<file path="src/rtl/nec_ir_pkg.sv">
// Shared types and constants for the NEC infrared frame transmitter.
package nec_ir_pkg;

  localparam int CFG_DATA_W      = 12;
  localparam int CFG_INDEX_W     = 3;
  localparam int FRAME_PATTERN_W = 32;

  typedef enum logic [CFG_INDEX_W-1:0] {
    REG_HEADER_MARK  = 3'd0,
    REG_HEADER_SPACE = 3'd1,
    REG_BIT_MARK     = 3'd2,
    REG_ONE_SPACE    = 3'd3,
    REG_ZERO_SPACE   = 3'd4
  } reg_index_t;

  localparam logic [CFG_DATA_W-1:0] HEADER_MARK_RESET  = 12'd553;
  localparam logic [CFG_DATA_W-1:0] HEADER_SPACE_RESET = 12'd282;
  localparam logic [CFG_DATA_W-1:0] BIT_MARK_RESET     = 12'd34;
  localparam logic [CFG_DATA_W-1:0] ONE_SPACE_RESET    = 12'd102;
  localparam logic [CFG_DATA_W-1:0] ZERO_SPACE_RESET   = 12'd34;

  localparam logic CMD_START = 1'b0;
  localparam logic CMD_TICK  = 1'b1;

  typedef enum logic [2:0] {
    PH_IDLE      = 3'd0,
    PH_HDR_MARK  = 3'd1,
    PH_HDR_SPACE = 3'd2,
    PH_BIT_MARK  = 3'd3,
    PH_BIT_SPACE = 3'd4,
    PH_STOP_MARK = 3'd5
  } phase_t;

endpackage

</file>
<file path="src/rtl/nec_ir_frame_transmitter_top.sv">
// NEC infrared frame transmitter: tick-timed frame sequencer with registered result.
// An accepted item's result is in the output register in the next cycle.
// Throughput: one item per cycle; a result held by a low out_ready stalls the input.
// A start in idle or a tick while busy updates the phase sequencer and tick counter.
// Synchronous reset returns the sequencer to idle with pin_level high and loads
// the default timing registers; no clearing pass is needed. ir_level is not reset.
module nec_ir_frame_transmitter_top #(
  parameter int TICK_BITS  = 12,
  parameter int FRAME_BITS = 32
) (
  input  logic                                clk,
  input  logic                                rst,
  input  logic                                in_valid,
  output logic                                in_ready,
  input  logic                                cmd,
  input  logic [7:0]                          address,
  input  logic [7:0]                          payload,
  output logic                                out_valid,
  input  logic                                out_ready,
  output logic                                ir_level,
  output logic                                busy_res,
  output logic                                frame_done,
  input  logic                                cfg_valid,
  output logic                                cfg_ready,
  input  logic [nec_ir_pkg::CFG_INDEX_W-1:0]  cfg_index,
  input  logic [nec_ir_pkg::CFG_DATA_W-1:0]   cfg_data
);

  localparam int BIT_W = $clog2(FRAME_BITS + 1);
  localparam int PAT_W = (FRAME_BITS > nec_ir_pkg::FRAME_PATTERN_W) ?
                         FRAME_BITS : nec_ir_pkg::FRAME_PATTERN_W;

  logic [TICK_BITS-1:0] header_mark_ticks;
  logic [TICK_BITS-1:0] header_space_ticks;
  logic [TICK_BITS-1:0] bit_mark_ticks;
  logic [TICK_BITS-1:0] one_space_ticks;
  logic [TICK_BITS-1:0] zero_space_ticks;

  nec_ir_pkg::phase_t    phase, phase_next;
  logic [TICK_BITS-1:0]  tick_count, tick_count_next;
  logic [BIT_W-1:0]      bit_index, bit_index_next;
  logic [FRAME_BITS-1:0] frame_shift, frame_shift_next;
  logic                  pin_level, pin_level_next;
  logic                  done_next;

  logic                  in_fire;
  logic                  is_mark;
  logic [TICK_BITS-1:0]  phase_len;
  logic [TICK_BITS:0]    tick_inc;
  logic [BIT_W-1:0]      bit_inc;
  logic [nec_ir_pkg::FRAME_PATTERN_W-1:0] pattern;
  logic [PAT_W-1:0]      pattern_wide;

  assign cfg_ready = 1'b1;
  assign in_ready  = !out_valid || out_ready;
  assign in_fire   = in_valid && in_ready;

  assign pattern      = {~payload, payload, ~address, address};
  assign pattern_wide = PAT_W'(pattern);
  assign tick_inc     = {1'b0, tick_count} + {{TICK_BITS{1'b0}}, 1'b1};
  assign bit_inc      = bit_index + BIT_W'(1);

  always_ff @(posedge clk) begin
    if (rst) begin
      header_mark_ticks  <= TICK_BITS'(nec_ir_pkg::HEADER_MARK_RESET);
      header_space_ticks <= TICK_BITS'(nec_ir_pkg::HEADER_SPACE_RESET);
      bit_mark_ticks     <= TICK_BITS'(nec_ir_pkg::BIT_MARK_RESET);
      one_space_ticks    <= TICK_BITS'(nec_ir_pkg::ONE_SPACE_RESET);
      zero_space_ticks   <= TICK_BITS'(nec_ir_pkg::ZERO_SPACE_RESET);
    end else if (cfg_valid && cfg_ready) begin
      unique case (cfg_index)
        nec_ir_pkg::REG_HEADER_MARK:  header_mark_ticks  <= TICK_BITS'(cfg_data);
        nec_ir_pkg::REG_HEADER_SPACE: header_space_ticks <= TICK_BITS'(cfg_data);
        nec_ir_pkg::REG_BIT_MARK:     bit_mark_ticks     <= TICK_BITS'(cfg_data);
        nec_ir_pkg::REG_ONE_SPACE:    one_space_ticks    <= TICK_BITS'(cfg_data);
        nec_ir_pkg::REG_ZERO_SPACE:   zero_space_ticks   <= TICK_BITS'(cfg_data);
        default: ;
      endcase
    end
  end

  always_comb begin
    is_mark = (phase == nec_ir_pkg::PH_HDR_MARK) || (phase == nec_ir_pkg::PH_BIT_MARK) ||
              (phase == nec_ir_pkg::PH_STOP_MARK);
    unique case (phase)
      nec_ir_pkg::PH_HDR_MARK:  phase_len = header_mark_ticks;
      nec_ir_pkg::PH_HDR_SPACE: phase_len = header_space_ticks;
      nec_ir_pkg::PH_BIT_MARK:  phase_len = bit_mark_ticks;
      nec_ir_pkg::PH_BIT_SPACE: phase_len = frame_shift[0] ? one_space_ticks : zero_space_ticks;
      nec_ir_pkg::PH_STOP_MARK: phase_len = bit_mark_ticks;
      default:                  phase_len = TICK_BITS'(1);
    endcase

    phase_next       = phase;
    tick_count_next  = tick_count;
    bit_index_next   = bit_index;
    frame_shift_next = frame_shift;
    pin_level_next   = pin_level;
    done_next        = 1'b0;

    if (in_fire) begin
      if (cmd == nec_ir_pkg::CMD_START) begin
        if (phase == nec_ir_pkg::PH_IDLE) begin
          frame_shift_next = pattern_wide[FRAME_BITS-1:0];
          phase_next       = nec_ir_pkg::PH_HDR_MARK;
          tick_count_next  = '0;
          bit_index_next   = '0;
          pin_level_next   = 1'b1;
        end
      end else if (phase != nec_ir_pkg::PH_IDLE) begin
        pin_level_next = is_mark ? ~pin_level : 1'b0;
        if (tick_inc[TICK_BITS] || (tick_inc[TICK_BITS-1:0] >= phase_len)) begin
          tick_count_next = '0;
          unique case (phase)
            nec_ir_pkg::PH_HDR_MARK:  phase_next = nec_ir_pkg::PH_HDR_SPACE;
            nec_ir_pkg::PH_HDR_SPACE: phase_next = nec_ir_pkg::PH_BIT_MARK;
            nec_ir_pkg::PH_BIT_MARK:  phase_next = nec_ir_pkg::PH_BIT_SPACE;
            nec_ir_pkg::PH_BIT_SPACE: begin
              frame_shift_next = frame_shift >> 1;
              bit_index_next   = bit_inc;
              phase_next       = (bit_inc >= BIT_W'(FRAME_BITS)) ?
                                 nec_ir_pkg::PH_STOP_MARK : nec_ir_pkg::PH_BIT_MARK;
            end
            default: begin
              phase_next     = nec_ir_pkg::PH_IDLE;
              pin_level_next = 1'b1;
              bit_index_next = '0;
              done_next      = 1'b1;
            end
          endcase
        end else begin
          tick_count_next = tick_inc[TICK_BITS-1:0];
        end
      end
    end
  end

  always_ff @(posedge clk) begin
    if (rst) begin
      phase       <= nec_ir_pkg::PH_IDLE;
      tick_count  <= '0;
      bit_index   <= '0;
      frame_shift <= '0;
      pin_level   <= 1'b1;
      out_valid   <= 1'b0;
    end else begin
      phase       <= phase_next;
      tick_count  <= tick_count_next;
      bit_index   <= bit_index_next;
      frame_shift <= frame_shift_next;
      pin_level   <= pin_level_next;
      if (in_fire) begin
        out_valid <= 1'b1;
      end else if (out_ready) begin
        out_valid <= 1'b0;
      end
    end
  end

  always_ff @(posedge clk) begin
    if (in_fire) begin
      ir_level   <= pin_level_next;
      busy_res   <= (phase_next != nec_ir_pkg::PH_IDLE);
      frame_done <= done_next;
    end
  end

endmodule
</file>
<file path="config.mk">
export PLATFORM = sky130hd
export DESIGN_NAME = nec_ir_frame_transmitter_top
export DESIGN_NICKNAME = d
export VERILOG_FILES = /design/src/rtl/nec_ir_pkg.sv /design/src/rtl/nec_ir_frame_transmitter_top.sv
export SDC_FILE = /design/constraint.sdc
export NUM_CORES = 1
export LEC_CHECK = 0
export ABC_AREA = 1
export BUFFER_PORTS_ARGS = -buffer_cell sky130_fd_sc_hd__buf_2
export CORE_ASPECT_RATIO = 0.5
export CORE_UTILIZATION = 50
export CTS_BUF_LIST = sky130_fd_sc_hd__clkbuf_2 sky130_fd_sc_hd__clkbuf_4 sky130_fd_sc_hd__clkbuf_8
export CTS_CLUSTER_SIZE = 30
export DETAILED_ROUTE_END_ITERATION = 12
export PLACE_DENSITY_LB_ADDON = 0.3
export SYNTH_ARGS = -nofsm -noshare
export SYNTH_HDL_FRONTEND = slang
export SYNTH_SLANG_ARGS = --single-unit
</file>
<file path="constraint.sdc">
create_clock -name clk -period 3.3 [get_ports clk]
set_clock_uncertainty 0.2 [all_clocks]
set_input_delay 0.165 -clock clk [delete_from_list [all_inputs] [get_ports clk]]
set_output_delay 0.165 -clock clk [all_outputs]
set_load 0.02 [all_outputs]
</file>
Word level (Yosys, flattened, before mapping)
Index checks and enable logic that the tools add are counted.
{"block": "op_classes", "reduce_logical": 24, "div": 0, "bitwise_logic": 3, "n_shift": 0, "n_mul": 0, "n_eq_ne": 13, "magnitude_cmp": 2, "muxes": 33, "n_addsub": 2}
{"op": "$mux 32", "count": 5}
{"op": "$mux 12", "count": 5}
{"op": "$pmux 12 s4", "count": 1}
{"op": "$mux 6", "count": 4}
{"op": "$mux 3", "count": 6}
{"op": "$not 8->8", "count": 2}
{"op": "$add 12x1->13 const B", "count": 1}
{"op": "$eq 3x2->1 const B", "count": 4}
{"op": "$ge 12x12->1", "count": 1}
{"op": "$pmux 3 s4", "count": 1}
{"op": "$pmux 6 s2", "count": 1}
{"op": "$mux 1", "count": 10}
{"op": "$reduce_and 2->1", "count": 5}
{"op": "$reduce_and 5->1", "count": 2}
{"op": "$eq 3x3->1 const B", "count": 3}
{"op": "$add 6x1->6 const B", "count": 1}
{"op": "$eq 3x1->1 const B", "count": 2}
{"op": "$ge 6x6->1 const B", "count": 1}
{"op": "$logic_not 3->1", "count": 2}
{"op": "$ne 2x1->1 const B", "count": 3}
{"op": "$reduce_and 3->1", "count": 2}
{"op": "$reduce_bool 3->1", "count": 2}
{"op": "$logic_or 1x1->1", "count": 4}
{"op": "$reduce_bool 2->1", "count": 2}
{"op": "7 further kinds", "count": 7}
{"block": "totals", "wordCells": 91, "ramBits": 0, "romBits": 0, "n_memories": 0, "register_bits": 118, "input_bits": 37, "out_inout_bits": 6, "latchBits": 0}

Logic depth before layout (Yosys ltp)
{"block": "logic_depth", "depth_word": 10, "ltp_mapped": 22}

Least setup slack after synthesis
Ideal clock, no wire load.
{"block": "synth_path", "kind": "register to register", "start": "reg phase[0]", "end": "reg busy_res (data pin)", "setup_slack_ps": 551, "period_less_slack_ps": 2749, "path_stages_with_launch": 20, "t_arrival_ps": 2285, "t_required_ps": 2836, "cell_sequence": "dfxtp_1 inv_2 nor2_2 nand2_1 o21a_1 inv_1 buf_2 a211oi_1 ha_1 nand2_1 nor2_1 nor2_1 nand2_1 nand2_1 nand2_1 nand2_1 nand2_1 nand2_1 o21ai_0 nand3_1"}
{"block": "synth_via", "elab_chain_len": 10, "elab_cells_between_ends": 18, "classes_between": "1 x order compare; 5 x eq/ne; 7 x mux; 5 x reduce/logical"}
{"item": "start, declared", "line_no": "nec_ir_frame_transmitter_top.sv:39", "source": "nec_ir_pkg::phase_t phase, phase_next;"}
{"item": "start signal, assigned", "line_no": "nec_ir_frame_transmitter_top.sv:140", "source": "phase <= nec_ir_pkg::PH_IDLE;"}
{"item": "start signal, assigned", "line_no": "nec_ir_frame_transmitter_top.sv:147", "source": "phase <= phase_next;"}
{"item": "$eq 3x2->1 or $eq 3x3->1 (tied branches)", "line_no": "nec_ir_frame_transmitter_top.sv:85, nec_ir_frame_transmitter_top.sv:114"}
{"item": "$reduce_or 2->1 (no line)"}
{"item": "$pmux 12 s4", "line_no": "nec_ir_frame_transmitter_top.sv:85", "source": "unique case (phase)"}
{"item": "$ge 12x12->1", "line_no": "nec_ir_frame_transmitter_top.sv:112", "source": "if (tick_inc[TICK_BITS] || (tick_inc[TICK_BITS-1:0] >= phase_len)) begin"}
{"item": "$logic_or 1x1->1", "line_no": "nec_ir_frame_transmitter_top.sv:112"}
{"item": "$mux 3", "line_no": "nec_ir_frame_transmitter_top.sv:112"}
{"item": "$mux 3", "line_no": "nec_ir_frame_transmitter_top.sv:110", "source": "end else if (phase != nec_ir_pkg::PH_IDLE) begin"}
{"item": "$mux 3", "line_no": "nec_ir_frame_transmitter_top.sv:102", "source": "if (cmd == nec_ir_pkg::CMD_START) begin"}
{"item": "$mux 3 (*)", "line_no": "nec_ir_frame_transmitter_top.sv:101", "source": "if (in_fire) begin"}
{"item": "$reduce_bool 3->1 (*)", "line_no": "nec_ir_frame_transmitter_top.sv:163", "source": "busy_res <= (phase_next != nec_ir_pkg::PH_IDLE);"}
{"item": "end signal, assigned", "line_no": "nec_ir_frame_transmitter_top.sv:163"}
{"item": "end, declared", "line_no": "nec_ir_frame_transmitter_top.sv:21", "source": "output logic busy_res,"}
Every way passes the cells marked *; elsewhere a longest branch is shown, timed or not.
A chain may end at the register's enable or synchronous reset.

Worst setup path after layout
{"block": "layout_path", "start": "reg phase[0]", "end": "reg tick_count[2]"}
{"block": "layout_via", "elab_chain_len": 8, "elab_cells_between_ends": 17, "classes_between": "1 x order compare; 6 x eq/ne; 4 x mux; 6 x reduce/logical"}
{"item": "$eq 3x2->1 or $eq 3x3->1 (tied branches)", "line_no": "nec_ir_frame_transmitter_top.sv:85"}
{"item": "$reduce_or 2->1 (no line)"}
{"item": "$pmux 12 s4", "line_no": "nec_ir_frame_transmitter_top.sv:85"}
{"item": "$ge 12x12->1", "line_no": "nec_ir_frame_transmitter_top.sv:112"}
{"item": "$logic_or 1x1->1", "line_no": "nec_ir_frame_transmitter_top.sv:112"}
{"item": "$mux 12", "line_no": "nec_ir_frame_transmitter_top.sv:112"}
{"item": "$mux 12", "line_no": "nec_ir_frame_transmitter_top.sv:110"}
{"item": "$mux 12", "line_no": "nec_ir_frame_transmitter_top.sv:102"}
{"item": "end signal, assigned", "line_no": "nec_ir_frame_transmitter_top.sv:148", "source": "tick_count <= tick_count_next;"}
{"item": "end, declared", "line_no": "nec_ir_frame_transmitter_top.sv:40", "source": "logic [TICK_BITS-1:0] tick_count, tick_count_next;"}
Parallel ways exist; a longest one is shown, timed or not. The select of a mux whose other input is x is not followed.

==> impl_metrics.prom <==
# TYPE chip_impl_metric gauge
chip_impl_metric{name="die_h",unit="um"} 78.3
chip_impl_metric{name="critPathRequiredTime",unit="ns"} 3.45
chip_impl_metric{name="ant_nets",unit=""} 0
chip_impl_metric{name="dpl.hpwl",unit="um"} 9630
chip_impl_info{name="startpoint_type",value="flop"} 1
chip_impl_metric{name="worst_slew_pin_tran",unit="ns"} 0.638
chip_impl_metric{name="synth-seq-cells",unit=""} 118
chip_impl_info{name="setup.worst_path.start",value="phase[0]"} 1
chip_impl_metric{name="asyncSetResetFlopFracSynth",unit="%"} 0
chip_impl_metric{name="finalSetupViolCount",unit=""} 0
chip_impl_metric{name="globalRouteOverflowTotal",unit=""} 0
chip_impl_metric{name="postRouteWirelength",unit="um"} 14600
chip_impl_metric{name="antenna_violations_before_repair",unit=""} 0
chip_impl_metric{name="port-buffer-count",unit=""} 41
chip_impl_metric{name="crit_cells",unit=""} 17
chip_impl_metric{name="post_synth_xor_area_fraction",unit="%"} 1.35
chip_impl_metric{name="sequential_cell_area",unit="um^2"} 2400
chip_impl_metric{name="synthesized_cell_area",unit="um^2"} 5820
chip_impl_info{name="setup.worst_path.end",value="tick_count[2]"} 1
chip_impl_metric{name="max-slew-margin-rel",unit="%"} 57.4
chip_impl_metric{name="finalHoldViolations",unit=""} 0
chip_impl_info{name="synth_top_cell_by_area",value="dfxtp_1"} 1
chip_impl_metric{name="antenna-diode-count",unit=""} 0
chip_impl_metric{name="drive_above_1_share",unit="%"} 13.0
chip_impl_metric{name="die_area",unit="um^2"} 12100
chip_impl_info{name="most_used_cell_along_the_critical_path",value="nand2_1"} 1
chip_impl_info{name="hold_crit_path_type",value="input pin to flop"} 1
chip_impl_metric{name="cts.clk_slew.worst_paths",unit="ns"} 0.08
chip_impl_metric{name="final_period_minus_worst_setup_slack",unit="ns"} 3.15
chip_impl_metric{name="power.density_cell_area",unit="nW/um^2"} 527
chip_impl_metric{name="timing.critical_path.fanout_max",unit=""} 22
chip_impl_info{name="r2r-end",value="tick_count[2]"} 1
chip_impl_metric{name="synth.yosys.seq_area_share",unit="%"} 41.1
chip_impl_metric{name="synth.lib_cells_used.distinct",unit=""} 35
chip_impl_metric{name="finalInstanceArea",unit="um^2"} 6900
chip_impl_metric{name="syn_to_final_growth",unit="%"} 18.5
chip_impl_metric{name="wire_per_inst",unit="um"} 13.7
chip_impl_metric{name="multi_input_area",unit="um^2"} 2920
chip_impl_metric{name="fp-row-count",unit=""} 27
chip_impl_info{name="ctsRootBufferMaster",value="clkbuf_8"} 1
chip_impl_metric{name="wire_length_of_the_first_global_routing_pass",unit="um"} 24000
chip_impl_metric{name="fp.dieW",unit="um"} 155
chip_impl_metric{name="synth_adder_area_share",unit="%"} 3.22
chip_impl_metric{name="nets_in_the_synthesized_netlist",unit=""} 894
chip_impl_info{name="r2r-start",value="phase[0]"} 1
chip_impl_metric{name="worst_path_max_stage_delay",unit="ns"} 0.41
chip_impl_metric{name="critical_path_buf_inv_count",unit=""} 3
chip_impl_metric{name="vias_per_cell",unit=""} 5.28
chip_impl_metric{name="ff2ff_setup_slack",unit="ns"} 0.15
chip_impl_metric{name="via_count_of_the_first_global_routing_pass",unit=""} 5006
chip_impl_metric{name="dr_total_vias",unit=""} 5624
chip_impl_metric{name="report.final.slew_viol_count",unit=""} 0
chip_impl_info{name="cpLargestDelayFamily",value="simple AND/OR/NAND/NOR gates"} 1
chip_impl_metric{name="yosysTopAreaCellShare",unit="%"} 39.5
chip_impl_metric{name="synth_simple_gate_area_share",unit="%"} 27.6
chip_impl_metric{name="max_clock_freq",unit="GHz"} 0.318
chip_impl_metric{name="avgSynthCellArea",unit="um^2"} 6.92
chip_impl_metric{name="max_cap_viol_count",unit=""} 0
chip_impl_metric{name="cts.htree.levels",unit=""} 4
chip_impl_metric{name="fp.coreArea",unit="um^2"} 11100
chip_impl_metric{name="clkSinkCount",unit=""} 118
chip_impl_metric{name="place_area",unit="um^2"} 6170
chip_impl_info{name="worst-setup-path-type",value="flop to flop"} 1
chip_impl_info{name="synth_top_family_by_area",value="simple AND/OR/NAND/NOR gates"} 1
chip_impl_metric{name="filler_cell_count",unit=""} 1018
chip_impl_metric{name="timing.critical_path.arrival",unit="ns"} 3.30
chip_impl_metric{name="layout_worst_path_cycle_share",unit="%"} 95.4
chip_impl_info{name="ys_top_cells_by_area",value="dfxtp_1, nand2_1, nor2_1"} 1
chip_impl_metric{name="cts-buffers-inserted",unit=""} 17
chip_impl_metric{name="ys_warnings",unit=""} 0
chip_impl_metric{name="leakagePower",unit="uW"} 0.00309
chip_impl_metric{name="post-route-util",unit="%"} 61.9
chip_impl_metric{name="vdd_ir_drop_max",unit="mV"} 0.219
chip_impl_info{name="run_status",value="finished clean"} 1
chip_impl_metric{name="grt_start_max_net_pins",unit=""} 43
chip_impl_metric{name="drc",unit=""} 0
chip_impl_metric{name="drt_iter0_markers",unit=""} 530
chip_impl_metric{name="num_io_pins",unit=""} 43
chip_impl_metric{name="clk-insertion-delay-late",unit="ns"} 0.43
chip_impl_metric{name="weighted_congestion_at_the_end_of_routability_driven_global_placement",unit=""} 0.848
chip_impl_info{name="grt_setup_unrepaired",value="yes"} 1
chip_impl_info{name="cpMaxStageDelayCell",value="dfxtp_2"} 1
chip_impl_metric{name="start_util",unit="%"} 52.2
chip_impl_info{name="crit_chain",value="nor2_1 -> nand2_1 -> buf_4 -> a21oi_1 -> a221o_1 -> a21oi_1 -> ha_1 -> nand2_1 -> o21a_1 -> nand2_1 -> nand2_1 -> nand3_2 -> buf_6 -> nor2_1 -> buf_6 -> nand2_1 -> a21oi_1"} 1
chip_impl_metric{name="post_synth_mux_area_share",unit="%"} 0
chip_impl_info{name="setup.worst_path.end_class",value="flop"} 1
chip_impl_metric{name="synth-compound-area-share",unit="%"} 17.4
chip_impl_metric{name="depth_of_the_worst_register_to_register_path",unit=""} 17
chip_impl_metric{name="drt_first_pass_iters",unit=""} 5
chip_impl_metric{name="synth-edff-count",unit=""} 3
chip_impl_metric{name="num-nets-final",unit=""} 960
chip_impl_metric{name="ctsLongestPathBuffers",unit=""} 2
chip_impl_info{name="dominantRegCellSynth",value="dfxtp_1"} 1
chip_impl_info{name="cts_tree",value="done"} 1
chip_impl_metric{name="syn_inst",unit=""} 842
chip_impl_metric{name="groute.usage.overall",unit="%"} 25.1
routing by layer:
layer	GRT usage (%)	up-vias	share of wire (%)
met5	0	-	0
met4	7.92	0	1.0
met3	4.09	19	5.0
met2	40.7	167	44
met1	34.3	2569	49
li1	-	2869	-
synth_stat cells, types with 9 or more instances:
| cell | n |
|---|---|
| clkbuf_1 | 30 |
| nand4_1 | 22 |
| ha_1 | 15 |
| dfxtp_1 | 115 |
| a21oi_1 | 60 |
| nor2_1 | 130 |
| a211oi_1 | 9 |
| o21a_1 | 18 |
| nand2_1 | 198 |
| o21ai_0 | 68 |
| nand3_1 | 21 |
| buf_2 | 9 |
| inv_1 | 82 |
sequential cells by signal (all words and copies together), names as in the netlist:
register / flops
zero_space_ticks: 12
frame_shift: 32
bit_mark_ticks: 12
out_valid: 1
one_space_ticks: 12
ir_level: 1
header_space_ticks: 12
bit_index: 6
tick_count: 12
frame_done: 1
header_mark_ticks: 12
phase: 3
busy_res: 1
pin_level: 1
layout make-up:
| type | instances | share of cell area, % |
|---|---|---|
| multi-input cells | 592 | 42.3 |
| well taps | 145 | 2.63 |
| clock buffers | 22 | 4.21 |
| repair buffers | 92 | 10.0 |
| clock inverters | 10 | 1.40 |
| inverters | 87 | 4.73 |
| flip-flops and latches | 118 | 34.7 |
logic make-up (layout without fill, tap and decap cells):
group,Yosys count,in the layout
compound gates,178,178
xor+xnor,9,9
fa+ha+maj,15,15
buf+inv,132,211
flops,118,118
other cells,1,1
simple gates,389,389
per-stage QoR:
stage	instances	hold slack, ns	total power [uW]	TNS (ns)	setup slack, ns
after floorplan	842	0.0913	2130	0	0.551
after global placement	1003	0.237	2320	0	0.189
after detailed placement	1003	0.242	2330	0	0.110
after CTS	1064	0.00609	3620	0	0.0526
after global routing	1066	0.0634	3820	-0.458	-0.0683
final	1066	0.0259	3640	0	0.151
worst reg2reg max path, cell delays in order, from the launching register on:
cell     delay (ns)
dfxtp_2        0.41
nor2_1         0.08
nand2_1        0.19
buf_4          0.22
a21oi_1        0.06
a221o_1        0.29
a21oi_1        0.18
ha_1           0.26
nand2_1        0.08
o21a_1         0.14
nand2_1        0.06
nand2_1        0.10
nand3_2        0.11
buf_6          0.19
nor2_1         0.13
buf_6          0.17
nand2_1        0.07
a21oi_1        0.13
cell usage in the layout, fill, tap and decap left out, types with 9 or more instances in the layout:
cell type      count
nand3_1           20
clkbuf_8          20
buf_4             18
nor2_1           129
dlygate4sd3_1     29
nand4_1           22
o21a_1            18
buf_2             41
a211oi_1           9
nand2_1          198
ha_1              14
inv_1             80
a21oi_1           60
o21ai_0           68
dfxtp_1          112
report_power, final:
group / internal [uW] / leakage [uW] / switching, uW
Clock: 676 / 0.000197 / 611
Sequential: 1520 / 0.000963 / 40.8
Combinational: 283 / 0.00193 / 507
Total: 2480 / 0.00309 / 1160
what timing repair did:
item,4_1_cts,5_1_grt
endpoints found under the setup margin,0,46
resized for setup,0,11
setup buffers,0,2
endpoints found under the hold margin,91,0
hold buffers,29,0
worst min-delay path by stage:
| stage | from | endpoint | depth (start not counted) |
|---|---|---|---|
| after floorplan | cfg_data[1] | one_space_ticks[1] | 2 |
| after global placement | header_mark_ticks[8] | header_mark_ticks[8] | 2 |
| after detailed placement | one_space_ticks[5] | one_space_ticks[5] | 2 |
| after CTS | in_valid | out_valid | 3 |
| after global routing | in_valid | out_valid | 3 |
| final | in_valid | out_valid | 3 |
(Power assumes the default switching activity.)
